[src/rtl/vsr_pkg.sv]
`timescale 1ns / 1ps
package vsr_pkg;

  localparam int WORD_BITS = 64;
  localparam int BIT_W = 6;
  localparam int ID_W = 12;
  localparam int IWW = ID_W - BIT_W;
  localparam int POS_W = 14;
  localparam int LEFT_W = 13;
  localparam int CFG_W = 14;
  localparam int CFG_IDX_W = 3;
  localparam int DEFAULT_TABLE_DEPTH = 4096;

  localparam logic [1:0] CMD_WRITE = 2'd0;
  localparam logic [1:0] CMD_OPEN  = 2'd1;
  localparam logic [1:0] CMD_NEXT  = 2'd2;

  localparam logic [CFG_IDX_W-1:0] REG_RANGE_MIN    = 3'd0;
  localparam logic [CFG_IDX_W-1:0] REG_RANGE_MAX    = 3'd1;
  localparam logic [CFG_IDX_W-1:0] REG_TOP_ID       = 3'd2;
  localparam logic [CFG_IDX_W-1:0] REG_EXCLUDE_MIN  = 3'd3;
  localparam logic [CFG_IDX_W-1:0] REG_EXCLUDE_MAX  = 3'd4;
  localparam logic [CFG_IDX_W-1:0] REG_DESCENDING   = 3'd5;
  localparam logic [CFG_IDX_W-1:0] REG_SKIP_COUNT   = 3'd6;
  localparam logic [CFG_IDX_W-1:0] REG_RESULT_LIMIT = 3'd7;

  typedef struct packed {
    logic             hit;
    logic [BIT_W-1:0] bit_idx;
  } find_res_t;

  typedef struct packed {
    logic [BIT_W-1:0] pos_bit;
    logic [BIT_W-1:0] end_bit;
    logic             end_same;
    logic             down;
  } find_req_t;

endpackage

[src/rtl/vsr_map_mem.sv]
`timescale 1ns / 1ps
module vsr_map_mem #(
  parameter int TableDepth = vsr_pkg::DEFAULT_TABLE_DEPTH,
  parameter int NumWords = (TableDepth + vsr_pkg::WORD_BITS - 1) / vsr_pkg::WORD_BITS,
  parameter int AddrW = (NumWords > 1) ? $clog2(NumWords) : 1
) (
  input  logic                          clk_i,
  input  logic                          we_i,
  input  logic [AddrW-1:0]              waddr_i,
  input  logic [vsr_pkg::WORD_BITS-1:0] wdata_i,
  input  logic                          re_i,
  input  logic [AddrW-1:0]              raddr_i,
  output logic [vsr_pkg::WORD_BITS-1:0] rdata_o
);
  import vsr_pkg::*;

  logic [WORD_BITS-1:0] mem [NumWords];
  logic [WORD_BITS-1:0] rdata_q;

  always_ff @(posedge clk_i) begin
    if (we_i) begin
      mem[waddr_i] <= wdata_i;
    end
  end

  always_ff @(posedge clk_i) begin
    if (re_i) begin
      rdata_q <= mem[raddr_i];
    end
  end

  assign rdata_o = rdata_q;

endmodule

[config.mk]
export PLATFORM = sky130hd
export DESIGN_NAME = vsr_map_mem
export DESIGN_NICKNAME = d
export VERILOG_FILES = /design/src/rtl/vsr_pkg.sv /design/src/rtl/vsr_map_mem.sv
export SDC_FILE = /design/constraint.sdc
export NUM_CORES = 2
export LEC_CHECK = 0
export BUFFER_PORTS_ARGS = -buffer_cell sky130_fd_sc_hd__buf_2
export CAP_MARGIN = 10
export CORE_UTILIZATION = 40
export CTS_CLUSTER_SIZE = 14
export DETAILED_ROUTE_END_ITERATION = 8
export GPL_TIMING_DRIVEN = 0
export HOLD_SLACK_MARGIN = 0.1
export PLACE_DENSITY = 0.66
export SYNTH_ARGS = -nofsm -noshare
export SYNTH_HDL_FRONTEND = slang
export SYNTH_SLANG_ARGS = --single-unit
[constraint.sdc]
create_clock -name clk_i -period 6 [get_ports clk_i]
set_clock_uncertainty 0.05 [all_clocks]
set_input_delay 0.3 -clock clk_i [delete_from_list [all_inputs] [get_ports clk_i]]
set_output_delay 0.3 -clock clk_i [all_outputs]
set_load 0.01 [all_outputs]
==> qor.txt <==
WL/cell = 33.0 microns
Hold-critical path depth = 1
I/O Buffers = 134
Fmax = 246 MHz
Met3 Use GR = 3.98%
Synthesized flop and latch total = 4160
Total CTS buffers = 390
Worst r2r path cells = 5
GRT Total Usage = 21.2%
Non-filler cells, final = 12900
Slew @ Worst Pin = 1.36 ns
Reg power frac = 53.9%
WHS = 0.153 ns
Pint = 47.0 mW
Critical path capture point type = flop
Final setup viols = 0
Rows = 229
Die Y = 628 microns
Clk Latency, worst-skew pair = 0.93 ns
Synth top area share = 79.6%
RSZ-0062 raised after global routing = no
Max Cap Viol = 0
Core Util, Final = 46.8%
Vias in the first global route = 77100
Psw = 12.8 mW
CTS root buffer = clkbuf_16
Post-route DRC = 0
Total Wirelength = 427000 microns
Area delta synth->final = 16.3%
Via count = 76500
# nets final = 7498
Reg-to-reg startpoint = mem[53][47]$_DFFE_PP_
Met2 Usage GRT = 34.8%
Initial antenna violation count = 42
Status = completed
Ports = 143
Syn_area_per_cell = 23.8 sq um
CP most frequent cell = clkbuf_1
Setup TNS = 0 ns
Clock Power Share = 40.7%
Commonest non-fill, non-tap cells in the layout = 4160 x edfxtp_1, 1024 x mux4_2, 393 x clkbuf_16
H-tree level count = 5
Worst slack, placed = 1.24 ns
Hold Path End = mem[54][1]$_DFFE_PP_
Hold Violations, Final = 0
Leading area contributor after synthesis = edfxtp_1
GPL Wtd Cong = 0.832
Crit-path slowest cell = a211oi_1
Die ar. = 0.395 sq mm
Sw Share = 21.4%
Layout cells sized above 1 = 29.0%
Dpl cell area = 0.169 sq mm
Slew HR = 8.87%
Fill count = 30900
Yosys warnings = 0
Core Region = 0.390 sq mm
Most common cell after layout, fill and taps aside = edfxtp_1
Initial Utilization = 40.3%
Buf+Inv Stages, Crit Path = 2
Pre-antenna DRT Iters = 7
Final ANT Viol Nets = 0
Detail Placement HPWL = 284000 microns
Final WS setup = 1.94 ns
Max-slew violation count = 0
Crit path depth = 6
Crit path largest cell delay = 1.08 ns
Die width = 628 microns
Critical path's top delay family = compound AO/OA/AOI/OAI gates
Comb power frac = 5.4%
Post-Synthesis Cells = 6598
Met1 GRT Util = 27.9%
Initial detailed-routing violation count = 11200
Ranking of synthesized cells by area = edfxtp_1 80%, mux4_2 15%, mux2i_1 0.86%
Worst Hold Class = input pin to flop
Tmin final = 4.06 ns
Worst Setup Start Kind = input pin
GRT overflow = 0
VDD IR max = 0.000282 V
CTS Buffer Depth = 4
Worst Setup Path Type = input pin to flop
First-pass GRT wire length = 594000 microns
Tcrit/Tclk final = 67.7%
Hold Startpoint = wdata_i[1]
GRT Max-Usage Layer = met2
Syn Nets = 6677
R2R Path End = rdata_o[47]$_DFFE_PP_
Cell Area, Synth = 0.157 sq mm
Crit path max fanout = 10
CTS tree = yes
Clock Pin Slew Worst Setup and Hold Paths = 0.06 ns
Sequential area share after synthesis = 79.6%
Worst-path cell chain = clkbuf_1 > nand2_1 > clkbuf_1 > o22ai_1 > a31oi_1 > a211oi_1
Placed insts = 12100
Static Leak = 56.6 nW
Data arrival, critical path = 4.53 ns
Largest net degree at the start of global routing = 65
Num Clock Sinks = 4160
Power Total = 59.9 mW
R2R setup slack = 2.86 ns
Distinct cells, synth = 32
CP Data Required Time = 6.47 ns
Fin area = 0.183 sq mm
Via/cell ratio = 5.91
Pwr per Cell Area = 328 mW/mm^2
==> state kept, by name, indices dropped and copies added (netlist names) <==
| name | cells |
|---|---|
| rdata_o | 64 |
| mem | 4096 |
==> routing by layer <==
layer | part of all wire [%] | wire, microns
met1 | 37 | 157000
met2 | 49 | 208000
met4 | 4.6 | 19800
met3 | 10 | 42600
met5 | 0.030 | 129
==> timing repair <==
| item | CTS | global route |
|---|---|---|
| gates resized for setup | 0 | 0 |
| hold buffers | 13 | 35 |
| endpoints found under the hold margin | 366 | 1803 |
| setup buffers | 0 | 0 |
==> power by group through the flow <==
| stage | logic (mW) | clock network [mW] | registers, mW |
|---|---|---|---|
| finish | 3.22 | 24.3 | 32.3 |
| global route | 3.34 | 25.6 | 32.3 |
| global placement | 2.97 | 0 | 32.9 |
| detailed placement | 3.12 | 0 | 32.9 |
| floorplan | 1.50 | 0 | 32.9 |
| CTS | 3.13 | 24.6 | 32.3 |
==> area by class of cell <==
type                    count  area [sq um]  area share, %
well taps                5197          6500           3.56
clock buffers             482         10200           5.57
plain buffers             370          1780          0.976
diodes                     14          35.0         0.0192
repair buffers            429          6150           3.37
multi-input cells        2049         30700           16.8
flip-flops and latches   4160        125000           68.4
clock inverters           213          2180           1.19
inverters                  19          71.3         0.0391
==> worst max-delay path by stage <==
stage                     slack [ns]  startpoint                    end
after detailed placement        1.24  raddr_i[2]   rdata_o[6]$_DFFE_PP_
after global placement         -6.16  waddr_i[3]  mem[48][36]$_DFFE_PP_
after global routing            2.19  raddr_i[2]   rdata_o[7]$_DFFE_PP_
after floorplan                 0.21  waddr_i[3]   mem[48][0]$_DFFE_PP_
final                           1.94  raddr_i[4]  rdata_o[49]$_DFFE_PP_
after CTS                       2.18  raddr_i[2]   rdata_o[6]$_DFFE_PP_
==> cells by family (layout without fill, tap and decap cells) <==
logic type      after synthesis  in the layout  share of synthesized area [%]
compound gates              504            504                           2.47
other cells                   0             14                              0
simple gates                386            386                           1.23
mux                        1159           1159                           15.6
flops                      4160           4160                           79.6
buf+inv                     389           1513                           1.18
==> cells in the mapped netlist <==
library cell	count
a22oi_1	168
nor2_1	112
buf_6	6
a31o_1	1
and3_1	64
nor2b_1	28
nand4_1	2
buf_2	170
nand3b_1	2
a22o_1	88
nand2b_1	11
a31oi_1	18
edfxtp_1	4160
mux4_2	1024
or3b_2	1
inv_1	19
nor3_1	2
and2_1	3
nand4b_1	1
nand2_1	58
or2_2	28
buf_1	20
o22ai_1	83
mux2i_1	135
a211oi_1	63
nand3_1	45
a41oi_1	26
a2bb2oi_1	19
o221ai_1	38
clkbuf_1	140
buf_4	34
or3_1	29
==> worst reg2reg max path, stage by stage, from the launching register on <==
cell and delay, ns:
edfxtp_1 0.32, mux4_2 0.22, mux2i_1 0.10, o22ai_1 0.63
a31oi_1 0.27, a211oi_1 1.13
Power figures use the tool's default switching activity.
